## src/mqtt_packet_deframer_assert.svh

```systemverilog
// ----------------------------------------------------------------------------
// mqtt_packet_deframer_assert.svh
// Assertion macros for the packet deframer; compiled out with ASSERT_OFF.
// ----------------------------------------------------------------------------
`ifndef MQTT_PACKET_DEFRAMER_ASSERT_SVH
`define MQTT_PACKET_DEFRAMER_ASSERT_SVH

`ifndef ASSERT_OFF

// condition holds at every clock edge out of reset
`define MQTTD_ASSERT_ALWAYS(name, clock, resetn, cond) \
    name: assert property (@(posedge clock) disable iff (!resetn) (cond)) \
        else $error("mqttd assertion failed");

// antecedent implies consequent in the same cycle
`define MQTTD_ASSERT_IMPLIES(name, clock, resetn, ante, cons) \
    name: assert property (@(posedge clock) disable iff (!resetn) (ante) |-> (cons)) \
        else $error("mqttd assertion failed");

// antecedent implies consequent in the following cycle
`define MQTTD_ASSERT_NEXT(name, clock, resetn, ante, cons) \
    name: assert property (@(posedge clock) disable iff (!resetn) (ante) |=> (cons)) \
        else $error("mqttd assertion failed");

`else

`define MQTTD_ASSERT_ALWAYS(name, clock, resetn, cond)
`define MQTTD_ASSERT_IMPLIES(name, clock, resetn, ante, cons)
`define MQTTD_ASSERT_NEXT(name, clock, resetn, ante, cons)

`endif

`endif

```

## src/mqttd_pkg.sv

```systemverilog
// ----------------------------------------------------------------------------
// mqttd_pkg
// Shared codes, constants and types of the packet deframer.
// ----------------------------------------------------------------------------
`default_nettype none

package mqttd_pkg;

    localparam int MAX_LENGTH_BYTES = 4;

    localparam logic [27:0] MAX_REM_LEN_RESET = 28'hFFF_FFFF;
    localparam logic [3:0]  PKT_TYPE_PUBLISH  = 4'd3;

    // parse phases
    localparam logic [2:0] PH_HEADER  = 3'd0;
    localparam logic [2:0] PH_LENGTH  = 3'd1;
    localparam logic [2:0] PH_TOPLEN  = 3'd2;
    localparam logic [2:0] PH_TOPIC   = 3'd3;
    localparam logic [2:0] PH_PKTID   = 3'd4;
    localparam logic [2:0] PH_PAYLOAD = 3'd5;

    // byte roles
    localparam logic [2:0] ROLE_HEADER  = 3'd0;
    localparam logic [2:0] ROLE_LENGTH  = 3'd1;
    localparam logic [2:0] ROLE_TOPLEN  = 3'd2;
    localparam logic [2:0] ROLE_TOPIC   = 3'd3;
    localparam logic [2:0] ROLE_PKTID   = 3'd4;
    localparam logic [2:0] ROLE_PAYLOAD = 3'd5;

    // error codes
    localparam logic [1:0] ERR_NONE      = 2'd0;
    localparam logic [1:0] ERR_LEN_BYTES = 2'd1;
    localparam logic [1:0] ERR_OVER_MAX  = 2'd2;
    localparam logic [1:0] ERR_TRUNC     = 2'd3;

    // configuration register indexes
    localparam logic CFG_MAX_REM_LEN = 1'b0;
    localparam logic CFG_PUB_DECODE  = 1'b1;

    typedef struct packed {
        logic [27:0] max_rem_len;
        logic        pub_decode_en;
    } mqttd_cfg_t;

    typedef struct packed {
        logic [2:0]  byte_role;
        logic [7:0]  echo_byte;
        logic [3:0]  packet_type;
        logic [3:0]  header_flags;
        logic [27:0] remaining_length;
        logic        length_valid;
        logic [15:0] topic_length;
        logic [15:0] packet_id;
        logic        packet_last;
        logic [1:0]  error_code;
    } mqttd_result_t;

endpackage

`default_nettype wire

```

## src/mqttd_parser.sv

```systemverilog
// ----------------------------------------------------------------------------
// mqttd_parser
// Per-packet parse state and the single-pass decode of one stream byte.
// ----------------------------------------------------------------------------
`default_nettype none

module mqttd_parser
    import mqttd_pkg::*;
(
    input  wire logic          clk,
    input  wire logic          rst_n,
    input  wire logic          step,
    input  wire logic [7:0]    data_in,
    input  wire mqttd_cfg_t    cfg,
    output mqttd_result_t      result
);

    logic [2:0]  phase_reg, phase_next;
    logic [7:0]  hdr_reg, hdr_next;
    logic [27:0] acc_reg, acc_next;
    logic [1:0]  cnt_reg, cnt_next;
    logic [27:0] seen_reg, seen_next;
    logic [15:0] tlen_reg, tlen_next;
    logic [15:0] pid_reg, pid_next;

    logic [2:0]  phase;
    logic [2:0]  nxt;
    logic [2:0]  after_topic;
    logic        body;
    logic [2:0]  role;
    logic        last;
    logic        lvalid;
    logic [1:0]  err;
    logic [27:0] acc_new;
    logic [15:0] tlen_new;

    always_comb
    begin
        phase = (phase_reg > PH_PAYLOAD) ? PH_HEADER : phase_reg;
        after_topic = (hdr_reg[2:1] != 2'b00) ? PH_PKTID : PH_PAYLOAD;

        phase_next = phase;
        hdr_next   = hdr_reg;
        acc_next   = acc_reg;
        cnt_next   = cnt_reg;
        seen_next  = seen_reg;
        tlen_next  = tlen_reg;
        pid_next   = pid_reg;
        nxt        = phase;
        body       = 1'b0;
        role       = ROLE_HEADER;
        last       = 1'b0;
        lvalid     = 1'b0;
        err        = ERR_NONE;
        tlen_new   = tlen_reg | {8'h00, data_in};

        // earlier length bytes only occupy bits below the new group, so OR adds
        case (cnt_reg)
            2'd0:    acc_new = acc_reg | {21'd0, data_in[6:0]};
            2'd1:    acc_new = acc_reg | {14'd0, data_in[6:0], 7'd0};
            2'd2:    acc_new = acc_reg | {7'd0, data_in[6:0], 14'd0};
            default: acc_new = acc_reg | {data_in[6:0], 21'd0};
        endcase

        unique case (phase)
            PH_LENGTH:
            begin
                role     = ROLE_LENGTH;
                acc_next = acc_new;
                if (data_in[7])
                begin
                    if (({1'b0, cnt_reg} + 3'd1) >= 3'(MAX_LENGTH_BYTES))
                    begin
                        err        = ERR_LEN_BYTES;
                        last       = 1'b1;
                        phase_next = PH_HEADER;
                    end
                    else
                    begin
                        cnt_next = cnt_reg + 2'd1;
                    end
                end
                else if (acc_new > cfg.max_rem_len)
                begin
                    err        = ERR_OVER_MAX;
                    last       = 1'b1;
                    phase_next = PH_HEADER;
                end
                else
                begin
                    lvalid = 1'b1;
                    if (acc_new == 28'd0)
                    begin
                        last       = 1'b1;
                        phase_next = PH_HEADER;
                    end
                    else if (hdr_reg[7:4] == PKT_TYPE_PUBLISH && cfg.pub_decode_en)
                        phase_next = PH_TOPLEN;
                    else
                        phase_next = PH_PAYLOAD;
                end
            end
            PH_TOPLEN:
            begin
                body = 1'b1;
                role = ROLE_TOPLEN;
                if (seen_reg == 28'd0)
                    tlen_next = {data_in, 8'h00};
                else
                begin
                    tlen_next = tlen_new;
                    nxt       = (tlen_new != 16'd0) ? PH_TOPIC : after_topic;
                end
            end
            PH_TOPIC:
            begin
                body = 1'b1;
                role = ROLE_TOPIC;
                if ({1'b0, seen_reg} >= (29'(tlen_reg) + 29'd1))
                    nxt = after_topic;
            end
            PH_PKTID:
            begin
                body = 1'b1;
                role = ROLE_PKTID;
                if (seen_reg == (28'(tlen_reg) + 28'd2))
                    pid_next = {data_in, 8'h00};
                else
                begin
                    pid_next = pid_reg | {8'h00, data_in};
                    nxt      = PH_PAYLOAD;
                end
            end
            PH_PAYLOAD:
            begin
                body = 1'b1;
                role = ROLE_PAYLOAD;
            end
            default:
            begin
                // header byte opens a fresh packet
                role       = ROLE_HEADER;
                hdr_next   = data_in;
                acc_next   = 28'd0;
                cnt_next   = 2'd0;
                seen_next  = 28'd0;
                tlen_next  = 16'd0;
                pid_next   = 16'd0;
                phase_next = PH_LENGTH;
            end
        endcase

        if (body)
        begin
            lvalid    = 1'b1;
            seen_next = seen_reg + 28'd1;
            if (({1'b0, seen_reg} + 29'd1) >= {1'b0, acc_reg})
            begin
                last = 1'b1;
                if (phase != PH_PAYLOAD && nxt != PH_PAYLOAD)
                    err = ERR_TRUNC;
                nxt = PH_HEADER;
            end
            phase_next = nxt;
        end

        result.byte_role        = role;
        result.echo_byte        = data_in;
        result.packet_type      = hdr_next[7:4];
        result.header_flags     = hdr_next[3:0];
        result.remaining_length = acc_next;
        result.length_valid     = lvalid;
        result.topic_length     = tlen_next;
        result.packet_id        = pid_next;
        result.packet_last      = last;
        result.error_code       = err;
    end

    always_ff @(posedge clk or negedge rst_n)
    begin
        if (!rst_n)
        begin
            phase_reg <= PH_HEADER;
            hdr_reg   <= 8'h00;
            acc_reg   <= 28'd0;
            cnt_reg   <= 2'd0;
            seen_reg  <= 28'd0;
            tlen_reg  <= 16'd0;
            pid_reg   <= 16'd0;
        end
        else if (step)
        begin
            phase_reg <= phase_next;
            hdr_reg   <= hdr_next;
            acc_reg   <= acc_next;
            cnt_reg   <= cnt_next;
            seen_reg  <= seen_next;
            tlen_reg  <= tlen_next;
            pid_reg   <= pid_next;
        end
    end

endmodule

`default_nettype wire

```

## src/mqtt_packet_deframer.sv

```systemverilog
// ----------------------------------------------------------------------------
// mqtt_packet_deframer
// Byte-serial MQTT packet deframer: tags each stream byte with its role.
// ----------------------------------------------------------------------------
// Input channel: in_valid / in_stall with data_byte, one stream byte per
// transaction. Output channel: out_valid / out_stall, one result per input
// byte carrying its role, the echoed byte, header nibbles, remaining length,
// topic length, packet id, packet_last and error_code.
// Throughput is one byte per clock while the receiver does not stall. A byte
// taken in is captured by the input register, then decoded by the single
// decode pass into the result register, from which the result is shown.
// While the receiver stalls, the result holds and the input register keeps
// one further byte; in_stall rises only when both are full.
// Reset empties both registers, returns the parser to await a header byte
// with all packet stores cleared, and loads the register defaults: maximum
// remaining length all ones, PUBLISH decoding on.
// Configuration writes via cfg_write_en / cfg_index / cfg_data, only when idle.
// ----------------------------------------------------------------------------
`default_nettype none

`include "mqtt_packet_deframer_assert.svh"

module mqtt_packet_deframer
    import mqttd_pkg::*;
(
    input  wire logic        clk,
    input  wire logic        rst_n,
    input  wire logic        in_valid,
    output logic             in_stall,
    input  wire logic [7:0]  data_byte,
    output logic             out_valid,
    input  wire logic        out_stall,
    output logic [2:0]       byte_role,
    output logic [7:0]       echo_byte,
    output logic [3:0]       packet_type,
    output logic [3:0]       header_flags,
    output logic [27:0]      remaining_length,
    output logic             length_valid,
    output logic [15:0]      topic_length,
    output logic [15:0]      packet_id,
    output logic             packet_last,
    output logic [1:0]       error_code,
    input  wire logic        cfg_write_en,
    input  wire logic        cfg_index,
    input  wire logic [27:0] cfg_data
);

    mqttd_cfg_t    cfg_reg;
    logic          s1_valid_reg;
    logic [7:0]    s1_byte_reg;
    logic          out_valid_reg;
    mqttd_result_t res_reg;
    mqttd_result_t res_next;
    logic          advance;

    assign advance  = s1_valid_reg && (!out_valid_reg || !out_stall);
    assign in_stall = s1_valid_reg && !advance;

    always_ff @(posedge clk or negedge rst_n)
    begin
        if (!rst_n)
        begin
            cfg_reg.max_rem_len   <= MAX_REM_LEN_RESET;
            cfg_reg.pub_decode_en <= 1'b1;
        end
        else if (cfg_write_en)
        begin
            unique case (cfg_index)
                CFG_MAX_REM_LEN: cfg_reg.max_rem_len   <= cfg_data;
                CFG_PUB_DECODE:  cfg_reg.pub_decode_en <= cfg_data[0];
                default:         cfg_reg               <= cfg_reg;
            endcase
        end
    end

    // input register
    always_ff @(posedge clk or negedge rst_n)
    begin
        if (!rst_n)
            s1_valid_reg <= 1'b0;
        else if (!in_stall)
            s1_valid_reg <= in_valid;
    end

    always_ff @(posedge clk)
    begin
        if (in_valid && !in_stall)
            s1_byte_reg <= data_byte;
    end

    mqttd_parser u_parser (
        .clk     (clk),
        .rst_n   (rst_n),
        .step    (advance),
        .data_in (s1_byte_reg),
        .cfg     (cfg_reg),
        .result  (res_next)
    );

    // result register
    always_ff @(posedge clk or negedge rst_n)
    begin
        if (!rst_n)
            out_valid_reg <= 1'b0;
        else if (advance)
            out_valid_reg <= 1'b1;
        else if (!out_stall)
            out_valid_reg <= 1'b0;
    end

    always_ff @(posedge clk)
    begin
        if (advance)
            res_reg <= res_next;
    end

    assign out_valid        = out_valid_reg;
    assign byte_role        = res_reg.byte_role;
    assign echo_byte        = res_reg.echo_byte;
    assign packet_type      = res_reg.packet_type;
    assign header_flags     = res_reg.header_flags;
    assign remaining_length = res_reg.remaining_length;
    assign length_valid     = res_reg.length_valid;
    assign topic_length     = res_reg.topic_length;
    assign packet_id        = res_reg.packet_id;
    assign packet_last      = res_reg.packet_last;
    assign error_code       = res_reg.error_code;

    // an error always closes the packet
    `MQTTD_ASSERT_IMPLIES(a_err_closes, clk, rst_n, out_valid_reg && (res_reg.error_code != ERR_NONE), res_reg.packet_last)
    // header bytes never carry a completed length
    `MQTTD_ASSERT_IMPLIES(a_hdr_no_len, clk, rst_n, out_valid_reg && (res_reg.byte_role == ROLE_HEADER), !res_reg.length_valid && !res_reg.packet_last)
    // back-pressure only when both registers are full and the sink stalls
    `MQTTD_ASSERT_IMPLIES(a_stall_cause, clk, rst_n, in_stall, s1_valid_reg && out_valid_reg && out_stall)
    // a packet that closes is followed by a header byte
    `MQTTD_ASSERT_NEXT(a_hdr_after_last, clk, rst_n, advance && res_next.packet_last, u_parser.phase_reg == PH_HEADER)

endmodule

`default_nettype wire

```

## config.mk

```make
export PLATFORM = sky130hd
export DESIGN_NAME = mqtt_packet_deframer
export DESIGN_NICKNAME = d
export VERILOG_FILES = /design/src/mqttd_pkg.sv /design/src/mqttd_parser.sv /design/src/mqtt_packet_deframer.sv
export VERILOG_INCLUDE_DIRS = /design/src /design/src/src
export SDC_FILE = /design/constraint.sdc
export NUM_CORES = 1
export LEC_CHECK = 0
export ABC_AREA = 1
export ABC_CLOCK_PERIOD_IN_PS = 3700
export BUFFER_PORTS_ARGS = -buffer_cell sky130_fd_sc_hd__buf_2
export CORE_MARGIN = 5
export CORE_UTILIZATION = 60
export CTS_CLUSTER_SIZE = 20
export DETAILED_ROUTE_END_ITERATION = 10
export PLACE_DENSITY = 0.81
export SETUP_SLACK_MARGIN = 0.05
export SLEW_MARGIN = 20
export SYNTH_ARGS = -nofsm -noshare
export SYNTH_HDL_FRONTEND = slang
export SYNTH_SLANG_ARGS = --single-unit
```

## constraint.sdc

```tcl
create_clock -name clk -period 3.7 [get_ports clk]
set_input_delay 0 -clock clk [delete_from_list [all_inputs] [get_ports clk]]
set_output_delay 0 -clock clk [all_outputs]
set_load 0.1 [all_outputs]
```

# Word level (Yosys, flattened, before mapping)

Index checks and enable logic that the tools add are counted.

Multiplexer cells: 48
Order comparisons: 5
$add $sub $neg: 6
Eq/ne operators: 15
Reduce and logical (&&, ||, !) cells: 23
Bitwise logic cells: 8

Operators with widths:

| operator                | count |
|---|---|
| $pmux W28 S3            | 1 |
| $pmux W16 S2            | 2 |
| $logic_not A28 Y1       | 2 |
| $mux W28                | 2 |
| $pmux W28 S2            | 1 |
| $mux W3                 | 12 |
| $mux W16                | 2 |
| $or A16 B8 Y16          | 2 |
| $add A28 B1 Y29 const B | 1 |
| $ge A28 B29 Y1          | 1 |
| $ge A29 B28 Y1          | 1 |
| $add A28 B1 Y28 const B | 1 |
| $eq A28 B28 Y1          | 1 |
| $gt A28 B28 Y1          | 1 |
| $or A28 B14 Y28         | 1 |
| $or A28 B21 Y28         | 1 |
| $or A28 B28 Y28         | 1 |
| $or A28 B7 Y28          | 1 |
| $add A16 B1 Y17 const B | 1 |
| $add A16 B2 Y17 const B | 1 |
| $mux W2                 | 8 |
| $reduce_bool A16 Y1     | 1 |
| $mux W1                 | 15 |
| $pmux W3 S5             | 1 |
| 27 further kinds        | 44 |

Bits in registers: 223
Input port bits: 42
Output and inout bits: 85

# Longest topological paths before layout

Depth in word-level cells: 10
Depth in mapped cells: 25
Gate-level depth less buffers: 25

# By module

Synthesis repeated with hierarchy kept, for this count alone.

Cells, all modules: 1691
Area, all modules: 13357.8 um2

By module, submodules not included:

| module               | cells an instance | sequential area each (um2) | instances | area an instance (um2) |
|---|---|---|---|---|
| mqttd_parser         | 1461              | 2527.4                     | 1         | 9327.7 |
| mqtt_packet_deframer | 230               | 3544.6                     | 1         | 4030.1 |

# Worst setup path before layout

OpenSTA, ideal clock, no wires.

Path kind: register to register
From: register u_parser.seen_reg[1]
To: register res_reg, in the netlist error_code[1] (data pin)
Cell stages (with the launch flop): 25
Path slack: 574 ps
Arrival time: 2864 ps
Required time: 3438 ps
Setup time: 262 ps
Period minus slack after synthesis: 3126 ps
Buffers on the path: 0
Path through: dfrtp_1 > ha_1 > nand3_1 > nor2_2 > nand2_1 > nor3_4 > inv_2 > nor2_2 > nand3_1 > nor2_1 > xor2_1 > inv_1 > ha_1 > nand2_1 > nor2_1 > nand2_1 > nor2_1 > a21oi_1 > nor2_1 > nor2_1 > nand2_1 > inv_1 > nor2_1 > nand2_1 > o21ai_0

RTL lines:

| item                   | RTL line                    | text |
|---|---|---|
| from (decl)            | mqttd_parser.sv:22          | `logic [27:0] seen_reg, seen_next;` |
| from (signal assigned) | mqttd_parser.sv:197         | `seen_reg <= seen_next;` |
| to (signal assigned)   | mqtt_packet_deframer.sv:114 | `res_reg <= res_next;` |
| to (decl)              | mqtt_packet_deframer.sv:52  | `mqttd_result_t res_reg;` |

==> impl_metrics.sql <==
INSERT INTO impl_metrics (metric_group, metric, value, unit) VALUES
('logic_synthesis', 'synth_top_flop_cell', 'sky130_fd_sc_hd__dfrtp_1', ''),
('grt', 'grt_pass1_vias', '11500', ''),
('cts', 'cts_sinks', '223', ''),
('min_path', 'hold_path.class', 'input pin to async pin', ''),
('cts', 'htree_levels', '1', ''),
('power_and_ir_drop', 'p_leak', '7.62', 'nW'),
('detailed_routing', 'post_drt_wl_per_cell', '18.8', 'um'),
('finish', 'post_layout_nonfiller_instances', '2048', ''),
('grt', 'grt_first_pass_wirelength', '61300', 'um'),
('place', 'placement.setup.worst_slack', '-17.7', 'ps'),
('timing', 'tightest_slew', '894', 'ps'),
('finish', 'largest_reg_flops', '29', ''),
('logic_synthesis', 'synth_area', '0.0130', 'mm2'),
('floorplanning', 'die_h', '157', 'um'),
('cts', 'clockRootBuffer', 'sky130_fd_sc_hd__clkbuf_16', ''),
('finish', 'final_core_util', '72.5', '%'),
('floorplanning', 'initial_core_util', '61.3', '%'),
('grt', 'pin_count_of_the_biggest_net_entering_global_routing', '206', ''),
('place', 'place.port_buffers', '126', ''),
('logic_synthesis', 'synth_area_leader_cell', 'sky130_fd_sc_hd__edfxtp_1', ''),
('worst_setup_path', 'setup.worst_path.start_class', 'flop', ''),
('grt', 'grt_antenna_before_repair', '0', ''),
('logic_synthesis', 'synth_top_area_share', '21.1', '%'),
('detailed_routing', 'vias_per_cell', '5.77', ''),
('finish', 'final_net_count', '1880', ''),
('cts', 'cts_tree', 'built', ''),
('floorplanning', 'pin_count', '127', ''),
('worst_setup_path', 'critical_path_required', '3960', 'ps'),
('logic_synthesis', 'synth.distinct_cells', '44', ''),
('finish', 'area_growth', '18.2', '%'),
('floorplanning', 'die-area', '0.0247', 'mm2'),
('place', 'numPlacedInstances', '1953', ''),
('power_and_ir_drop', 'power_per_cell_area', '877', 'mW/mm2'),
('worst_setup_path', 'timing.setup.critical_path_class', 'flop to flop', ''),
('timing', 'hold_viol', '0', ''),
('worst_setup_path', 'worstRegToRegCells', '24', ''),
('place', 'dpl.hpwl', '27000', 'um'),
('detailed_routing', 'route.vias.total', '11800', ''),
('logic_synthesis', 'netlist_instances', '1571', ''),
('detailed_routing', 'starting_drt_drc_count', '1224', ''),
('finish', 'final_layout_size_suffix_gt1_share', '16.2', '%'),
('timing', 'maxClockFrequency', '289', 'MHz'),
('logic_synthesis', 'postSynthNetCount', '1696', ''),
('worst_setup_path', 'critical_r2r_capture', 'error_code[1]$_DFFE_PP_', ''),
('worst_setup_path', 'critical_path.reg2reg.startpoint', 'u_parser.seen_reg[1]$_DFFE_PN0P_', ''),
('status', 'status', 'completed', ''),
('logic_synthesis', 'seq_area_frac_synth', '46.8', '%'),
('detailed_routing', 'detail_route.first_pass.iterations', '6', ''),
('logic_synthesis', 'yosys_register_bits', '223', ''),
('cts', 'cts.clk_slew.worst_paths', '60', 'ps'),
('logic_synthesis', 'synth_area_per_cell', '8.26', 'um2'),
('timing', 'rsz_0062_raised_after_global_routing', 'no', ''),
('cts', 'clk_path_buf_depth', '3', ''),
('timing', 'setup_ws', '242', 'ps'),
('floorplanning', 'floorplan.die.width', '157', 'um'),
('floorplanning', 'rows', '53', ''),
('worst_setup_path', 'register_to_register_path_setup_slack', '240', 'ps'),
('power_and_ir_drop', 'ir_worst_vdd', '823', 'uV'),
('finish', 'fillers', '1564', ''),
('logic_synthesis', 'yosysWarnings', '0', ''),
('job', 'cap_violations', '0', ''),
('floorplanning', 'core', '0.0212', 'mm2'),
('finish', 'mostFrequentLayoutCell', 'sky130_fd_sc_hd__nand2_1', ''),
('detailed_routing', 'routed_wirelength', '38600', 'um'),
('timing', 'finalMaxSlewViolations', '0', ''),
('detailed_routing', 'route.detailed.drc', '0', ''),
('grt', 'globalRouteTotalUtil', '31.3', '%'),
('timing', 'worst_clk_skew', '14.7', 'ps'),
('timing', 'max_slew_margin', '40.4', '%'),
('cts', 'tritoncts.num_buffers', '24', ''),
('worst_setup_path', 'end_kind', 'flop', '');
[worst max-delay path by stage]
stage / depth (start not counted) / end / slack (ps) / startpoint
6_report: 24 / error_code[1]$_DFFE_PP_ / 240 / u_parser.seen_reg[1]$_DFFE_PN0P_
5_1_grt: 23 / error_code[1]$_DFFE_PP_ / 20 / u_parser.seen_reg[1]$_DFFE_PN0P_
4_1_cts: 24 / error_code[1]$_DFFE_PP_ / 50 / u_parser.seen_reg[1]$_DFFE_PN0P_
3_5_place_dp: 24 / error_code[1]$_DFFE_PP_ / -20 / u_parser.seen_reg[1]$_DFFE_PN0P_
3_3_place_gp: 24 / error_code[1]$_DFFE_PP_ / 160 / u_parser.seen_reg[1]$_DFFE_PN0P_
2_1_floorplan: 24 / error_code[1]$_DFFE_PP_ / 570 / u_parser.seen_reg[1]$_DFFE_PN0P_
[through the flow]
step	area (um2)	setup TNS (ps)
after global routing	15300	0
final	15300	0
after floorplan	13000	0
after CTS	15200	0
after detailed placement	14000	-17.7
after global placement	14000	0
[per-layer routing]
metal	part of all wire, %	vias up	routed length [um]	GRT usage (%)
met2	48	582	18400	51.5
met1	40	5567	15500	43.1
met5	0	-	0	0
met4	3.4	0	1300	9.46
li1	-	5566	-	-
met3	8.7	106	3360	5.06
[cell families after synthesis]
group           after synthesis  share of synthesized area [%]
flops                       223                           46.8
xor+xnor                     39                           2.63
fa+ha+maj                    83                           8.01
simple gates                651                           21.2
compound gates              301                           13.1
buf+inv                     274                           8.25
[final cells by class]
type / count / area, um2 / area share (%)
clock buffer: 33 / 676 / 4.41
multi-input combinational: 1074 / 5900 / 38.5
sequential: 223 / 6070 / 39.6
clock inverter: 11 / 134 / 0.873
tap: 275 / 344 / 2.24
inverter: 228 / 856 / 5.58
timing repair buffer: 204 / 1350 / 8.81
[timing repair]
| item | CTS | global route |
|---|---|---|
| setup endpoints to repair | 3 | 6 |
| resized for setup | 1 | 19 |
| gates cloned | 0 | 0 |
| endpoints found under the hold margin | 75 | 0 |
| hold buffers | 43 | 0 |
| pin swaps | 1 | 12 |
| setup buffers | 1 | 7 |
[worst max-delay path, stage by stage, from the launching register on]
cell	delay, ps
sky130_fd_sc_hd__dfrtp_1	390
sky130_fd_sc_hd__ha_2	210
sky130_fd_sc_hd__nand3_2	100
sky130_fd_sc_hd__nor2_2	170
sky130_fd_sc_hd__nand2_2	110
sky130_fd_sc_hd__nor3_4	160
sky130_fd_sc_hd__inv_2	70
sky130_fd_sc_hd__nor2_4	150
sky130_fd_sc_hd__nand3_2	110
sky130_fd_sc_hd__nor2_2	140
sky130_fd_sc_hd__xor2_1	200
sky130_fd_sc_hd__inv_1	70
sky130_fd_sc_hd__ha_1	290
sky130_fd_sc_hd__nand2_1	90
sky130_fd_sc_hd__nor2_2	50
sky130_fd_sc_hd__nand2_1	70
sky130_fd_sc_hd__nor2_1	40
sky130_fd_sc_hd__a21oi_1	150
sky130_fd_sc_hd__nor2_1	70
sky130_fd_sc_hd__nor2_1	90
sky130_fd_sc_hd__nand2_1	110
sky130_fd_sc_hd__inv_2	120
sky130_fd_sc_hd__nor2_1	50
sky130_fd_sc_hd__nand2_1	90
sky130_fd_sc_hd__o21ai_0	90
[report_power, final]
| part | internal (mW) | total [mW] | switching (mW) |
|---|---|---|---|
| Sequential | 3.33 | 3.80 | 0.465 |
| Clock | 1.49 | 2.49 | 1.00 |
| Combinational | 1.94 | 7.16 | 5.22 |
| Total | 6.76 | 13.4 | 6.69 |
[synth_stat cells, types with 3 or more instances]
library cell / number
sky130_fd_sc_hd__a21oi_1: 76
sky130_fd_sc_hd__nand3_1: 55
sky130_fd_sc_hd__xor2_1: 35
sky130_fd_sc_hd__o21a_1: 5
sky130_fd_sc_hd__xnor2_1: 4
sky130_fd_sc_hd__nor2_2: 8
sky130_fd_sc_hd__o22ai_1: 55
sky130_fd_sc_hd__inv_1: 225
sky130_fd_sc_hd__nand3b_1: 3
sky130_fd_sc_hd__buf_2: 5
sky130_fd_sc_hd__dfstp_2: 29
sky130_fd_sc_hd__nor3_1: 27
sky130_fd_sc_hd__clkbuf_1: 26
sky130_fd_sc_hd__edfxtp_1: 91
sky130_fd_sc_hd__dfrtp_1: 103
sky130_fd_sc_hd__ha_1: 83
sky130_fd_sc_hd__nor4_1: 5
sky130_fd_sc_hd__nand4_1: 25
sky130_fd_sc_hd__o211ai_2: 8
sky130_fd_sc_hd__nor2_1: 131
sky130_fd_sc_hd__nand2_1: 380
sky130_fd_sc_hd__nand2_2: 7
sky130_fd_sc_hd__inv_2: 3
sky130_fd_sc_hd__buf_4: 4
sky130_fd_sc_hd__o21ai_0: 141
sky130_fd_sc_hd__o21ai_2: 8
sky130_fd_sc_hd__buf_1: 7
No activity file was read; power rests on OpenSTA's default activity.
